<file path="src/hdl/hex_line_orientation_filter_defines.svh">
// assertion macros for the hexagonal line orientation filter
`ifndef HEX_LINE_ORIENTATION_FILTER_DEFINES_SVH
`define HEX_LINE_ORIENTATION_FILTER_DEFINES_SVH

`ifndef NO_ASSERTIONS

// condition holds at every clock edge out of reset
`define HLOF_ASSERT_ALWAYS(label, clk, rst_n, cond) \
    label: assert property (@(posedge clk) disable iff (!rst_n) 1'b1 |-> (cond)) \
        else $error("hlof: invariant violated");

// consequence holds in the same cycle as the antecedent
`define HLOF_ASSERT_IMPLY(label, clk, rst_n, ante, cons) \
    label: assert property (@(posedge clk) disable iff (!rst_n) (ante) |-> (cons)) \
        else $error("hlof: same-cycle implication violated");

// consequence holds in the cycle after the antecedent
`define HLOF_ASSERT_NEXT(label, clk, rst_n, ante, cons) \
    label: assert property (@(posedge clk) disable iff (!rst_n) (ante) |=> (cons)) \
        else $error("hlof: next-cycle implication violated");

`else

`define HLOF_ASSERT_ALWAYS(label, clk, rst_n, cond)
`define HLOF_ASSERT_IMPLY(label, clk, rst_n, ante, cons)
`define HLOF_ASSERT_NEXT(label, clk, rst_n, ante, cons)

`endif

`endif

</file>
<file path="src/hdl/hlof_pkg.sv">
// shared types and constants of the line orientation filter
package hlof_pkg;

    localparam int SAMPLE_BITS    = 16;
    localparam int LINE_BITS      = SAMPLE_BITS + 1;
    localparam int POS_BITS       = 10;
    localparam int MAX_HEIGHT     = 1024;
    localparam int CFG_IDX_BITS   = 2;
    localparam int CFG_DATA_BITS  = 11;
    localparam int IN_TDATA_BITS  = ((2 * SAMPLE_BITS + 7) / 8) * 8;
    localparam int OUT_FIELD_BITS = 3 * LINE_BITS + 2 * POS_BITS;
    localparam int OUT_TDATA_BITS = ((OUT_FIELD_BITS + 7) / 8) * 8;
    localparam int OUT_PAD_BITS   = OUT_TDATA_BITS - OUT_FIELD_BITS;

    typedef logic [SAMPLE_BITS-1:0]  sample_t;
    typedef logic [LINE_BITS-1:0]    line_t;
    typedef logic [POS_BITS-1:0]     pos_t;
    typedef logic [CFG_IDX_BITS-1:0] cfg_idx_t;

    // configuration register indexes
    localparam cfg_idx_t CFG_HEX_MODE     = 2'd0;
    localparam cfg_idx_t CFG_FRAME_WIDTH  = 2'd1;
    localparam cfg_idx_t CFG_FRAME_HEIGHT = 2'd2;

    // neighborhood of one pixel as handed to the response pipeline
    typedef struct packed {
        sample_t c;
        sample_t nx;
        sample_t x;
        sample_t ny;
        sample_t y;
        sample_t nz;
        sample_t z;
        logic    hex;
        pos_t    row;
        pos_t    col;
    } hlof_tap_t;

    // one finished result item
    typedef struct packed {
        line_t line_x;
        line_t line_y;
        line_t line_z;
        pos_t  out_row;
        pos_t  out_col;
    } hlof_res_t;

endpackage

</file>
<file path="src/hdl/hlof_out_fifo.sv">
// small result buffer between the response pipeline and the output stream
module hlof_out_fifo
    import hlof_pkg::*;
#(
    parameter int DEPTH = 8
)
(
    input  logic      clk,
    input  logic      rst_n,
    input  logic      push,
    input  hlof_res_t push_data,
    input  logic      pop,
    output logic      not_empty,
    output hlof_res_t pop_data
);

    localparam int PTR_W = $clog2(DEPTH);
    localparam int CNT_W = $clog2(DEPTH + 1);

    hlof_res_t        fifo_mem [DEPTH];
    logic [PTR_W-1:0] wr_ptr_reg;
    logic [PTR_W-1:0] rd_ptr_reg;
    logic [CNT_W-1:0] count_reg;
    logic [PTR_W-1:0] wr_ptr_next;
    logic [PTR_W-1:0] rd_ptr_next;
    logic [CNT_W-1:0] count_next;

    // pointer and fill count update
    always_comb
    begin
        wr_ptr_next = wr_ptr_reg;
        rd_ptr_next = rd_ptr_reg;
        count_next  = count_reg;
        if (push)
        begin
            wr_ptr_next = (32'(wr_ptr_reg) == DEPTH - 1) ? '0 : wr_ptr_reg + 1'b1;
        end
        if (pop)
        begin
            rd_ptr_next = (32'(rd_ptr_reg) == DEPTH - 1) ? '0 : rd_ptr_reg + 1'b1;
        end
        if (push && !pop)
        begin
            count_next = count_reg + 1'b1;
        end
        else if (pop && !push)
        begin
            count_next = count_reg - 1'b1;
        end
    end

    always_ff @(posedge clk or negedge rst_n)
    begin
        if (!rst_n)
        begin
            wr_ptr_reg <= '0;
            rd_ptr_reg <= '0;
            count_reg  <= '0;
        end
        else
        begin
            wr_ptr_reg <= wr_ptr_next;
            rd_ptr_reg <= rd_ptr_next;
            count_reg  <= count_next;
        end
    end

    // storage
    always_ff @(posedge clk)
    begin
        if (push)
        begin
            fifo_mem[wr_ptr_reg] <= push_data;
        end
    end

    assign not_empty = (count_reg != '0);
    assign pop_data  = fifo_mem[rd_ptr_reg];

endmodule

</file>
<file path="config.mk">
export PLATFORM = sky130hd
export DESIGN_NAME = hlof_out_fifo
export DESIGN_NICKNAME = d
export VERILOG_FILES = /design/src/hdl/hex_line_orientation_filter_defines.svh /design/src/hdl/hlof_pkg.sv /design/src/hdl/hlof_out_fifo.sv
export SDC_FILE = /design/constraint.sdc
export NUM_CORES = 1
export LEC_CHECK = 0
export BUFFER_PORTS_ARGS = -buffer_cell sky130_fd_sc_hd__buf_2
export CAP_MARGIN = 20
export CORE_ASPECT_RATIO = 1.25
export CORE_MARGIN = 8
export CORE_UTILIZATION = 40
export DETAILED_ROUTE_END_ITERATION = 10
export HOLD_SLACK_MARGIN = 0.05
export RECOVER_POWER = 50
export SYNTH_ARGS = -nofsm -noshare
export SYNTH_HDL_FRONTEND = slang
export SYNTH_SLANG_ARGS = --single-unit
export TNS_END_PERCENT = 100
</file>
<file path="constraint.sdc">
create_clock -name clk -period 6.6 [get_ports clk]
set_clock_uncertainty 0.05 [all_clocks]
set_input_delay 1.32 -clock clk [delete_from_list [all_inputs] [get_ports clk]]
set_output_delay 1.32 -clock clk [all_outputs]
set_load 0.005 [all_outputs]
</file>
# Word level (Yosys, flattened, before mapping)
# Memories as Yosys holds them, arrays and structs flattened.
# Index checks and enable logic that the tools add are counted.
[totals]
regBits = 10
mem_bits_rw = 568
inputBits = 75
out_inout_bits = 72
elab_cells = 22
memories = 1
[classes]
addsub = 4
eq_ne = 2
n_mux = 6
reduce_logical = 6
[memory_table]
columns = ["memory", "depth", "width", "rd", "rd_ports_with_merged_regs", "write_ports", "line_no", "text"]
rows = [
  ["fifo_mem", 8, 71, 1, 0, 1, "hlof_out_fifo.sv:20", "hlof_res_t fifo_mem [DEPTH];"],
]
[ops]
columns = ["op", "n"]
rows = [
  ["$mux 4", 2],
  ["$add 3x1->3 const B", 2],
  ["$eq 3x3->1 const B", 2],
  ["$mux 3", 2],
  ["$add 4x1->4 const B", 1],
  ["$reduce_bool 4->1", 1],
  ["$sub 4x1->4 const B", 1],
  ["$logic_and 1x1->1", 2],
  ["$logic_not 1->1", 2],
  ["$mux 1", 2],
  ["$reduce_bool 2->1", 1],
]

# Longest topological paths before layout
[logic_depth]
word_depth = 4
depth_mapped = 7
ltp_nobuf = 7

# Worst setup path before layout
# No wires, ideal clock.
[synth_timing]
path_type = "input-to-reg"
start = "in push"
end = "mem fifo_mem[0][0] (netlist bit) (enable)"
setup_time_ns = 0.587
t_arrival_ns = 6.234
t_required_ns = 5.963
slack_ns = -0.271
stages = 2
path_buffers = 0
path_cell_list = "nand2b_1 > nor3_1"
[synth_via]
elab_chain_cells = 2
[synth_lines]
columns = ["item", "line_no", "text"]
rows = [
  ["start, declared", "hlof_out_fifo.sv:10", "input logic push,"],
  ["$mux 1", "hlof_out_fifo.sv:71", "if (push)"],
  ["$mux 1 (not written as such)", "hlof_out_fifo.sv:73", "fifo_mem[wr_ptr_reg] <= push_data;"],
  ["end, declared", "hlof_out_fifo.sv:20", ""],
]
# No other way between the ends.

==> flow_metrics.py <==
metrics = {
    "timing": {
        "relSlewSlack_pct": -57.0,
        "fin_tns_setup_ns": 0,
        "timing.final.setup_violations": 0,
        "report.final.hold_viol_count": 0,
        "worst_pin_slew_ns": 2.35,
        "period_needed_ns": 4.43,
        "rsz0062_at_grt": "no",
        "slew_violations": 61,
        "fin_crit_sh_pct": 67.1,
        "holdWs_ns": 0.468,
        "max_freq_mhz": 226,
        "fin_ws_ns": 2.17,
    },
    "clocking": {
        "post_cts_resize_count": 0,
        "cts_tree": "done",
        "post-cts-setup-buffers": 0,
        "cts_buffers": 57,
        "clock_path_buffers": 3,
        "clk_pin_slew_ns": 0.06,
        "ctsHoldBuffers": 0,
        "cts.sinks": 578,
        "cts_root_buf": "clkbuf_16",
        "clk_latency_ns": 0.59,
        "htreeDepth": 2,
    },
    "layout": {
        "drive_gt1_share_pct": 36.3,
        "layout_commonest_cell": "edfxtp_1",
        "largest_register_ffs": 568,
        "area_growth_pct": 15.4,
        "fin_nets": 1154,
        "layout_common_cells": "568 x edfxtp_1, 142 x mux4_2, 83 x clkbuf_1",
        "design_area_um2": 25600,
    },
    "synthesis": {
        "synth_top_family_by_area": "multiplexers",
        "synth_cells": 886,
        "synth-compound-area-share_pct": 0.231,
        "syn_nets": 969,
        "ys.flop_type": "edfxtp_1",
        "synth-xor-area-share_pct": 0.0789,
        "yosysWarnings": 0,
        "avgSynthCellArea_um2": 25.1,
        "ys_types": 28,
        "muxShareOfSynthArea_pct": 19.3,
        "synthAdderAreaFrac_pct": 0.485,
        "synthArstFlopShare_pct": 1.73,
        "synth_seq_cells": 578,
        "seq_area_frac_synth_pct": 77.9,
        "synth-edff-count": 568,
        "synth-simple-area-share_pct": 0.586,
        "synth_area_um2": 22200,
    },
    "power": {
        "powerDensity_nw_per_um2": 443,
        "vdd_drop_max_mv": 0.298,
        "p_leak_nw": 8.25,
    },
    "status": {
        "violations": "capacitance limit, slew limit",
        "status": "finished, violations left",
    },
    "placed_design": {
        "place.port_buffers": 146,
        "gp_routability_congestion": 0.674,
        "dpl_cell_area_um2": 23800,
        "hpwl_um": 23500,
        "pre_cts_ws_ns": 2.72,
    },
    "floorplan": {
        "rows": 96,
        "ios": 147,
        "initial_core_util_pct": 40.4,
        "fp.dieH_um": 279,
        "coreArea_um2": 54900,
        "die_w_um": 227,
        "dieArea_um2": 63300,
    },
    "routing": {
        "wire_per_inst_um": 24.1,
        "routed_via_density": 5.17,
        "first_iter_violations": 676,
        "post-route-drc-count": 0,
        "routed_wl_um": 44600,
        "vias": 9590,
        "drtPass1Iterations": 5,
        "detail-route-antenna-nets": 0,
    },
    "critical_path": {
        "ff2ff_path_depth": 3,
        "crit_type": "register to output port",
        "crit_arrival_ns": 3.06,
        "cp.required_ns": 5.23,
        "startpoint_type": "register",
        "crit_path_max_fanout": 86,
        "end_kind": "output port",
    },
    "worst_hold_path": {
        "hp-class": "register to register",
        "hold_depth": 2,
    },
    "global_route": {
        "grt_pass1_wl_um": 66900,
        "grt_max_degree": 87,
        "grt_overflow": 0,
        "antenna_found_initial": 5,
        "first_global_vias": 10300,
        "grt.total_usage_pct": 14.1,
    },
    "job": {
        "maxCapViolCount": 2,
    },
}
-- metrics by stage --
step                      std cells  total power [mW]  util [%]
after CTS                      1852              11.6      46.8
after global placement         1747              8.31      43.4
final                          1856              11.3      46.7
after global routing           1852              11.9      46.6
after detailed placement       1747              8.35      43.4
after floorplan                 886              7.23         -
-- per-layer routing --
| layer | track usage (%) | up-vias | part of all wire (%) |
|---|---|---|---|
| li1 | - | 4167 | - |
| met2 | 24.6 | 200 | 52 |
| met1 | 17.7 | 5158 | 41 |
| met3 | 3.03 | 61 | 4.8 |
| met4 | 3.93 | 4 | 2.0 |
| met5 | 0 | - | 0.052 |
-- path summary, 6_finish.rpt --
check | startpoint | end | slack (ns)
hold reg to reg | count_reg[2] | count_reg[2] | 0.47
max in group asynchronous | rst_n | rd_ptr_reg[1] | 5.38
setup reg to reg | wr_ptr_reg[0] | fifo_mem[3][29] | 3.50
min in group asynchronous | rst_n | wr_ptr_reg[2] | 0.66
setup / recovery | rd_ptr_reg[1] | pop_data[33] | 2.17
hold / removal | count_reg[2] | count_reg[2] | 0.47
-- synthesized netlist by cell type (3+ instances only) --
cell,n,area share [%]
edfxtp_1,568,77
mux4_2,142,14
mux2_4,58,3.9
buf_2,18,0.41
mux2_2,18,0.91
clkbuf_1,13,0.22
dfrtp_1,10,1.1
nor2_1,8,0.14
ha_1,7,0.39
buf_12,6,0.54
nand2_1,5,0.085
inv_1,4,0.068
nand3b_1,3,0.10
nor3_1,3,0.068
o21ai_0,3,0.068
-- worst max-delay path: stages (launching register included) --
cell	delay (ns)
dfrtp_4	1.02
buf_12	0.48
mux4_2	0.41
mux2_4	0.28
buf_2	0.13
-- final cells by class --
| type | instances | area, µm² |
|---|---|---|
| diodes | 4 | 10.0 |
| well taps | 735 | 920 |
| flip-flops and latches | 578 | 17300 |
| clock inverters | 39 | 370 |
| repair buffers | 167 | 826 |
| clock buffers | 66 | 1500 |
| fillers | 4548 | 29300 |
| inverters | 4 | 15.0 |
| multi-input cells | 263 | 4660 |
-- power by group --
group / total, mW / internal [mW] / switching (mW)
logic: 3.24 / 1.74 / 1.51
clock network: 3.22 / 1.90 / 1.32
registers: 4.88 / 4.60 / 0.276
total: 11.3 / 8.24 / 3.10
-- cells by family after synthesis --
group | Yosys count
buffers and inverters | 45
flip-flops | 578
XOR/XNOR | 2
AO/OA/AOI/OAI | 8
AND/OR/NAND/NOR | 26
adder cells (fa/ha/maj) | 8
multiplexers | 219
Power figures use the tool's default switching activity.
