**src/hdl/hex_line_orientation_filter_defines.svh**
```systemverilog
// assertion macros for the hexagonal line orientation filter
`ifndef HEX_LINE_ORIENTATION_FILTER_DEFINES_SVH
`define HEX_LINE_ORIENTATION_FILTER_DEFINES_SVH

`ifndef NO_ASSERTIONS

// condition holds at every clock edge out of reset
`define HLOF_ASSERT_ALWAYS(label, clk, rst_n, cond) \
    label: assert property (@(posedge clk) disable iff (!rst_n) 1'b1 |-> (cond)) \
        else $error("hlof: invariant violated");

// consequence holds in the same cycle as the antecedent
`define HLOF_ASSERT_IMPLY(label, clk, rst_n, ante, cons) \
    label: assert property (@(posedge clk) disable iff (!rst_n) (ante) |-> (cons)) \
        else $error("hlof: same-cycle implication violated");

// consequence holds in the cycle after the antecedent
`define HLOF_ASSERT_NEXT(label, clk, rst_n, ante, cons) \
    label: assert property (@(posedge clk) disable iff (!rst_n) (ante) |=> (cons)) \
        else $error("hlof: next-cycle implication violated");

`else

`define HLOF_ASSERT_ALWAYS(label, clk, rst_n, cond)
`define HLOF_ASSERT_IMPLY(label, clk, rst_n, ante, cons)
`define HLOF_ASSERT_NEXT(label, clk, rst_n, ante, cons)

`endif

`endif

```
**src/hdl/hlof_pkg.sv**
```systemverilog
// shared types and constants of the line orientation filter
package hlof_pkg;

    localparam int SAMPLE_BITS    = 16;
    localparam int LINE_BITS      = SAMPLE_BITS + 1;
    localparam int POS_BITS       = 10;
    localparam int MAX_HEIGHT     = 1024;
    localparam int CFG_IDX_BITS   = 2;
    localparam int CFG_DATA_BITS  = 11;
    localparam int IN_TDATA_BITS  = ((2 * SAMPLE_BITS + 7) / 8) * 8;
    localparam int OUT_FIELD_BITS = 3 * LINE_BITS + 2 * POS_BITS;
    localparam int OUT_TDATA_BITS = ((OUT_FIELD_BITS + 7) / 8) * 8;
    localparam int OUT_PAD_BITS   = OUT_TDATA_BITS - OUT_FIELD_BITS;

    typedef logic [SAMPLE_BITS-1:0]  sample_t;
    typedef logic [LINE_BITS-1:0]    line_t;
    typedef logic [POS_BITS-1:0]     pos_t;
    typedef logic [CFG_IDX_BITS-1:0] cfg_idx_t;

    // configuration register indexes
    localparam cfg_idx_t CFG_HEX_MODE     = 2'd0;
    localparam cfg_idx_t CFG_FRAME_WIDTH  = 2'd1;
    localparam cfg_idx_t CFG_FRAME_HEIGHT = 2'd2;

    // neighborhood of one pixel as handed to the response pipeline
    typedef struct packed {
        sample_t c;
        sample_t nx;
        sample_t x;
        sample_t ny;
        sample_t y;
        sample_t nz;
        sample_t z;
        logic    hex;
        pos_t    row;
        pos_t    col;
    } hlof_tap_t;

    // one finished result item
    typedef struct packed {
        line_t line_x;
        line_t line_y;
        line_t line_z;
        pos_t  out_row;
        pos_t  out_col;
    } hlof_res_t;

endpackage

```
**src/hdl/hlof_resp.sv**
```systemverilog
// response pipeline: pair sums, weighted terms, clamped difference
module hlof_resp
    import hlof_pkg::*;
(
    input  logic      clk,
    input  logic      rst_n,
    input  logic      tap_valid,
    input  hlof_tap_t tap,
    output logic      res_valid,
    output hlof_res_t res
);

    localparam int SUM_W  = SAMPLE_BITS + 1;
    localparam int TERM_W = SAMPLE_BITS + 2;

    logic              v1_reg;
    logic              v2_reg;
    logic              v3_reg;
    logic              v4_reg;
    hlof_tap_t         tap_reg;

    logic [SUM_W-1:0]  sx2_reg;
    logic [SUM_W-1:0]  sy2_reg;
    logic [SUM_W-1:0]  sz2_reg;
    sample_t           c2_reg;
    logic              hex2_reg;
    pos_t              row2_reg;
    pos_t              col2_reg;

    logic [TERM_W-1:0] posx3_reg;
    logic [TERM_W-1:0] negx3_reg;
    logic [TERM_W-1:0] posy3_reg;
    logic [TERM_W-1:0] negy3_reg;
    logic [TERM_W-1:0] posz3_reg;
    logic [TERM_W-1:0] negz3_reg;
    logic              hex3_reg;
    pos_t              row3_reg;
    pos_t              col3_reg;

    hlof_res_t         res_reg;

    logic [TERM_W-1:0] qx;
    logic [TERM_W-1:0] qy;
    logic [TERM_W-1:0] qz;
    logic [TERM_W-1:0] hx;
    logic [TERM_W-1:0] hy;
    logic [TERM_W-1:0] hz;
    logic [TERM_W-1:0] cw;
    line_t             lx;
    line_t             ly;
    line_t             lz;

    // valid bits move every cycle, the output buffer absorbs stalls
    always_ff @(posedge clk or negedge rst_n)
    begin
        if (!rst_n)
        begin
            v1_reg <= 1'b0;
            v2_reg <= 1'b0;
            v3_reg <= 1'b0;
            v4_reg <= 1'b0;
        end
        else
        begin
            v1_reg <= tap_valid;
            v2_reg <= v1_reg;
            v3_reg <= v2_reg;
            v4_reg <= v3_reg;
        end
    end

    // stage 1: capture the neighborhood
    always_ff @(posedge clk)
    begin
        tap_reg <= tap;
    end

    // stage 2: axis pair sums
    always_ff @(posedge clk)
    begin
        sx2_reg  <= {1'b0, tap_reg.nx} + {1'b0, tap_reg.x};
        sy2_reg  <= {1'b0, tap_reg.ny} + {1'b0, tap_reg.y};
        sz2_reg  <= {1'b0, tap_reg.nz} + {1'b0, tap_reg.z};
        c2_reg   <= tap_reg.c;
        hex2_reg <= tap_reg.hex;
        row2_reg <= tap_reg.row;
        col2_reg <= tap_reg.col;
    end

    // quarters of the other two pairs, halves of each pair
    always_comb
    begin
        qx = ({1'b0, sy2_reg} + {1'b0, sz2_reg}) >> 2;
        qy = ({1'b0, sx2_reg} + {1'b0, sz2_reg}) >> 2;
        qz = ({1'b0, sx2_reg} + {1'b0, sy2_reg}) >> 2;
        hx = {1'b0, sx2_reg} >> 1;
        hy = {1'b0, sy2_reg} >> 1;
        hz = {1'b0, sz2_reg} >> 1;
        cw = {2'b00, c2_reg};
    end

    // stage 3: positive and negative terms per axis
    always_ff @(posedge clk)
    begin
        if (hex2_reg)
        begin
            posx3_reg <= cw + qx;
            negx3_reg <= hx;
            posy3_reg <= cw + qy;
            negy3_reg <= hy;
        end
        else
        begin
            posx3_reg <= cw + hy;
            negx3_reg <= {1'b0, sx2_reg};
            posy3_reg <= cw + hx;
            negy3_reg <= {1'b0, sy2_reg};
        end
        posz3_reg <= cw + qz;
        negz3_reg <= hz;
        hex3_reg  <= hex2_reg;
        row3_reg  <= row2_reg;
        col3_reg  <= col2_reg;
    end

    // clamp at zero; line_z stays zero outside hex mode
    always_comb
    begin
        lx = (posx3_reg > negx3_reg) ? LINE_BITS'(posx3_reg - negx3_reg) : '0;
        ly = (posy3_reg > negy3_reg) ? LINE_BITS'(posy3_reg - negy3_reg) : '0;
        lz = (hex3_reg && (posz3_reg > negz3_reg)) ? LINE_BITS'(posz3_reg - negz3_reg) : '0;
    end

    // stage 4: result register
    always_ff @(posedge clk)
    begin
        res_reg.line_x  <= lx;
        res_reg.line_y  <= ly;
        res_reg.line_z  <= lz;
        res_reg.out_row <= row3_reg;
        res_reg.out_col <= col3_reg;
    end

    assign res_valid = v4_reg;
    assign res       = res_reg;

endmodule

```
**config.mk**
```make
export PLATFORM = sky130hd
export DESIGN_NAME = hlof_resp
export DESIGN_NICKNAME = d
export VERILOG_FILES = /design/src/hdl/hex_line_orientation_filter_defines.svh /design/src/hdl/hlof_pkg.sv /design/src/hdl/hlof_resp.sv
export SDC_FILE = /design/constraint.sdc
export NUM_CORES = 1
export LEC_CHECK = 0
export ABC_AREA = 1
export ABC_CLOCK_PERIOD_IN_PS = 3000
export BUFFER_PORTS_ARGS = -buffer_cell sky130_fd_sc_hd__buf_2
export CORE_UTILIZATION = 59
export CTS_CLUSTER_DIAMETER = 150
export CTS_CLUSTER_SIZE = 20
export DETAILED_ROUTE_END_ITERATION = 10
export PLACE_DENSITY_LB_ADDON = 0.25
export SKIP_CTS_REPAIR_TIMING = 1
export SLEW_MARGIN = 20
export SYNTH_ARGS = -nofsm -noshare
export SYNTH_HDL_FRONTEND = slang
export SYNTH_SLANG_ARGS = --single-unit
```
**constraint.sdc**
```tcl
create_clock -name clk -period 3 [get_ports clk]
set_input_delay 0.15 -clock clk [delete_from_list [all_inputs] [get_ports clk]]
set_output_delay 0.15 -clock clk [all_outputs]
set_load 0.01 [all_outputs]
```
# Word level (Yosys, flattened, before mapping)
# Index checks and enable logic that the tools add are counted.
# totals
reg_bits	420
input_bits	136
output_inout_bits	72
# op_classes
add_sub_neg	14
order_cmp	3
n_mux	4
n_reduce_logical	1
# ops
op	n
$add A16 B16 Y17	8
$add A17 B17 Y18	3
$gt A18 B17 Y1	2
$mux W18	2
$sub A17 B17 Y17	2
$mux W16	2
$gt A17 B16 Y1	1
$sub A17 B16 Y17	1
$logic_and A1 B1 Y1	1

# Logic depth before layout (Yosys ltp)
# logic_depth
depth_word	3
ltp_mapped	21
depth_no_buf	21

# Worst setup path before layout
# Ideal clock, no wire load.
# synth_path
path_kind	register -> register
startpoint	register sx2_reg[2]
endpoint	register posz3_reg[14]
setup_ps	121
t_arrival_ps	2375
required_ps	2879
setup_slack_ps	505
stages_incl_launch_ff	17
path_cell_list	dfxtp_1 ha_1 nand2_1 o21ai_0 nand2_1 nand2_1 nand2_1 nor2_1 nor2_1 nand2_1 nand2_1 ha_1 a21oi_1 o21ai_0 a21oi_1 nand2_1 xor2_1
# synth_via
elab_chain_len	2
# synth_rtl
element	line	rtl
start: declaration	hlof_resp.sv:22	logic [SUM_W-1:0] sx2_reg;
start signal: assignment	hlof_resp.sv:81	sx2_reg <= {1'b0, tap_reg.nx} + {1'b0, tap_reg.x};
$add A17 B17 Y18	hlof_resp.sv:95	qz = ({1'b0, sx2_reg} + {1'b0, sy2_reg}) >> 2;
$add A16 B16 Y17	hlof_resp.sv:119	posz3_reg <= cw + qz;
end signal: assignment	hlof_resp.sv:119	
end: declaration	hlof_resp.sv:34	logic [TERM_W-1:0] posz3_reg;
# No other way between the ends.
# A chain may end at the register's enable or synchronous reset.

# Worst setup path in the final report
# layout_path
startpoint	register sx2_reg[6]
endpoint	register posz3_reg[14]
# The elaborated chain is that of the path after synthesis.

==> reports/metrics.yaml <==
synthesis:
  yosys_warnings: 0
  syn_inst: 2432
  synthesis.area_sq_mm: 0.0195
  yosys.area_share.adder_pct: 13.5
  synthesis.nets: 2773
  synth_xor_area_share_pct: 4.86
  synth_top_family_by_area: "simple AND/OR/NAND/NOR gates"
  synth_edf_count: 0
  yosys.area_share.simple_pct: 22.2
  syn_avg_cell_area_sq_um: 8.00
  synthFlopType: "dfxtp_1"
  ys_async_sr_fraction_pct: 0.957
  synth_seq_cells: 418
  synth-compound-area-share_pct: 10.2
  ys_types: 38
  muxShareOfSynthArea_pct: 0
  seq_area_frac_synth_pct: 43.1
routing:
  wl_mm: 60.8
  firstDrtPassIters: 6
  drt-initial-drc-count: 1425
  routed_via_density: 5.52
  drc: 0
  vias: 18100
  antenna_left: 0
  wl_met2_mm: 28.3
  wl_met3_mm: 4.45
  m1WireLength_mm: 25.0
  highest_layer: "met4"
  wl_per_cell_um: 18.6
clocking:
  clock_latency_ns: 0.58
  htree_levels: 1
  numCtsBuffers: 24
  cts.clk_slew.worst_paths_ns: 0.09
  clockBufferDepth: 3
  cts_tree: "yes"
  cts_root_buf: "clkbuf_16"
  cts.sinks: 418
die:
  core_sq_mm: 0.0325
  die_y_um: 184
  die-area_sq_mm: 0.0337
  initial_core_util_pct: 59.9
  die_x_um: 184
  row_count: 66
  pin_count: 208
cells_and_area:
  largest_reg_flops: 133
  final_area_sq_mm: 0.0240
  drive_gt1_share_pct: 15.5
  syn_to_final_growth_pct: 23.2
  fillers: 2393
  fin_nets: 3174
global_route:
  grt_max_degree: 54
  grt_pass1_wl_mm: 82.6
  grt-ovfl-total: 0
  track_usage_pct: 31.4
  antenna_found_initial: 3
  first_global_vias: 16100
hold_path:
  hp-start: "tap[117]"
  hold_class: "in -> reg"
timing:
  drv_slew: 0
  clock.fmax_ghz: 0.346
  rsz0062_at_grt: "true"
  slew_headroom_pct: 56.4
  tightest_slew_ns: 0.648
  fin_crit_ns: 2.89
  skew_ns: 0.0351
  fin_tns_setup_ns: 0
  hold_violations: 0
  finalSetupViolCount: 0
  period_share_pct: 96.4
power_and_ir_drop:
  peakVddDrop_mv: 0.837
  cellPowerDensity_mw_per_mm2: 974
  leakagePower_nw: 12.1
critical_path:
  reg2reg_slack_ns: 0.11
  cp.arrival_ns: 3.39
  r2r-start: "sx2_reg[6]$_DFF_P_"
  path_class: "reg -> reg"
  critPathRequiredTime_ns: 3.49
  crit_path_max_fanout: 4
  crit_path_start_kind: "register"
  startpoint: "sx2_reg[6]$_DFF_P_"
  end_kind: "register"
run:
  max_cap_violations: 0
placement:
  place_area_sq_mm: 0.0213
  port_buffers: 207
  place_congestion: 1.03
  place_hpwl_mm: 42.2
run_status:
  status: "finished clean"
cells in the mapped netlist (all sizes together), types with 4 or more instances:
master	instances	area share, %
nand4	25	0.80
a21oi	209	5.4
inv	292	5.6
a31oi	7	0.23
xnor2	35	1.6
xor2	73	3.3
dfrtp	4	0.51
o31ai	6	0.23
nor2	183	3.9
a21boi	4	0.15
nand2	634	12
nand3	139	3.7
ha	196	13
fa	9	0.93
nor3	18	0.49
o21ai	105	2.7
clkbuf	8	0.15
buf	5	0.23
dfxtp	414	43
nor4	10	0.32
a21o	15	0.58
nand3b	15	0.58
o21a	6	0.23
o21bai	17	0.66
metrics by stage:
stage	power, W	cells	worst slack (ns)	hold slack (ns)	util, %
final	0.0233	3278	0.107	0.202	73.8
after global routing	0.0251	3276	-0.0906	0.206	73.8
after CTS	0.0222	3134	-0.140	-0.658	67.5
after detailed placement	0.0189	3107	-0.106	-0.0387	65.5
after global placement	0.0188	3107	-0.0997	-0.0454	65.5
after floorplan	0.0157	2432	0.505	-0.146	-
cell usage in the layout, fill, tap and decap left out, types with 85 or more instances in the layout:
cell type and instances:
a21oi_1 192, buf_2 207, dfxtp_1 380, dlygate4sd3_1 136
ha_1 157, inv_1 290, nand2_1 612, nand3_1 132
nor2_1 156, o21ai_0 85
worst paths after layout:
| check | depth (start not counted) | endpoint |
|---|---|---|
| max | 14 | posz3_reg[14]$_DFF_P_ |
| min | 2 | tap_reg[117]$_DFF_P_ |
| max reg2reg | 14 | posz3_reg[14]$_DFF_P_ |
| min reg2reg | 0 | row3_reg[9]$_DFF_P_ |
| max in group asynchronous | 3 | v2_reg$_DFF_PN0_ |
| min in group asynchronous | 3 | v3_reg$_DFF_PN0_ |
cell families (layout without fill, tap and decap cells):
| family | Yosys count | in the layout |
|---|---|---|
| AO/OA/AOI/OAI | 370 | 370 |
| XOR/XNOR | 108 | 108 |
| adder cells (fa/ha/maj) | 205 | 205 |
| buffers and inverters | 305 | 707 |
| flip-flops | 418 | 418 |
| other | 0 | 2 |
| AND/OR/NAND/NOR | 1026 | 1026 |
cell type report:
cell class	instances	area [sq um]	area share, %
Antenna cell	2	5.00	0.0209
Clock buffer	26	618	2.58
Clock inverter	1	16.3	0.0679
Inverter	292	1100	4.57
Multi-Input combinational cell	1709	10500	43.8
Sequential cell	418	8440	35.2
Tap cell	442	553	2.31
Timing Repair Buffer	388	2750	11.5
power by group:
group / internal [W] / total (W) / leakage [nW] / switching, W
combinational: 0.00489 / 0.0127 / 8.25 / 0.00784
clock: 0.00147 / 0.00326 / 0.311 / 0.00179
sequential: 0.00668 / 0.00734 / 3.53 / 0.000662
total: 0.0130 / 0.0233 / 12.1 / 0.0103
critical path, stage by stage (launching register included):
cell	delay (ns)
dfxtp_2	0.42
ha_2	0.35
a21o_1	0.26
a21oi_1	0.16
nand2_2	0.14
nand2_1	0.11
nor2_1	0.05
o21bai_1	0.12
nand2_1	0.07
ha_1	0.36
nand2_1	0.12
o21ai_0	0.27
a21oi_1	0.11
nand2_1	0.11
xor2_1	0.15
layer usage:
layer / track usage (%) / up-vias
met5: 0 / -
met3: 3.92 / 198
met1: 41.0 / 8245
met2: 52.7 / 959
met4: 12.1 / 0
li1: - / 8704
Power figures use the tool's default switching activity.
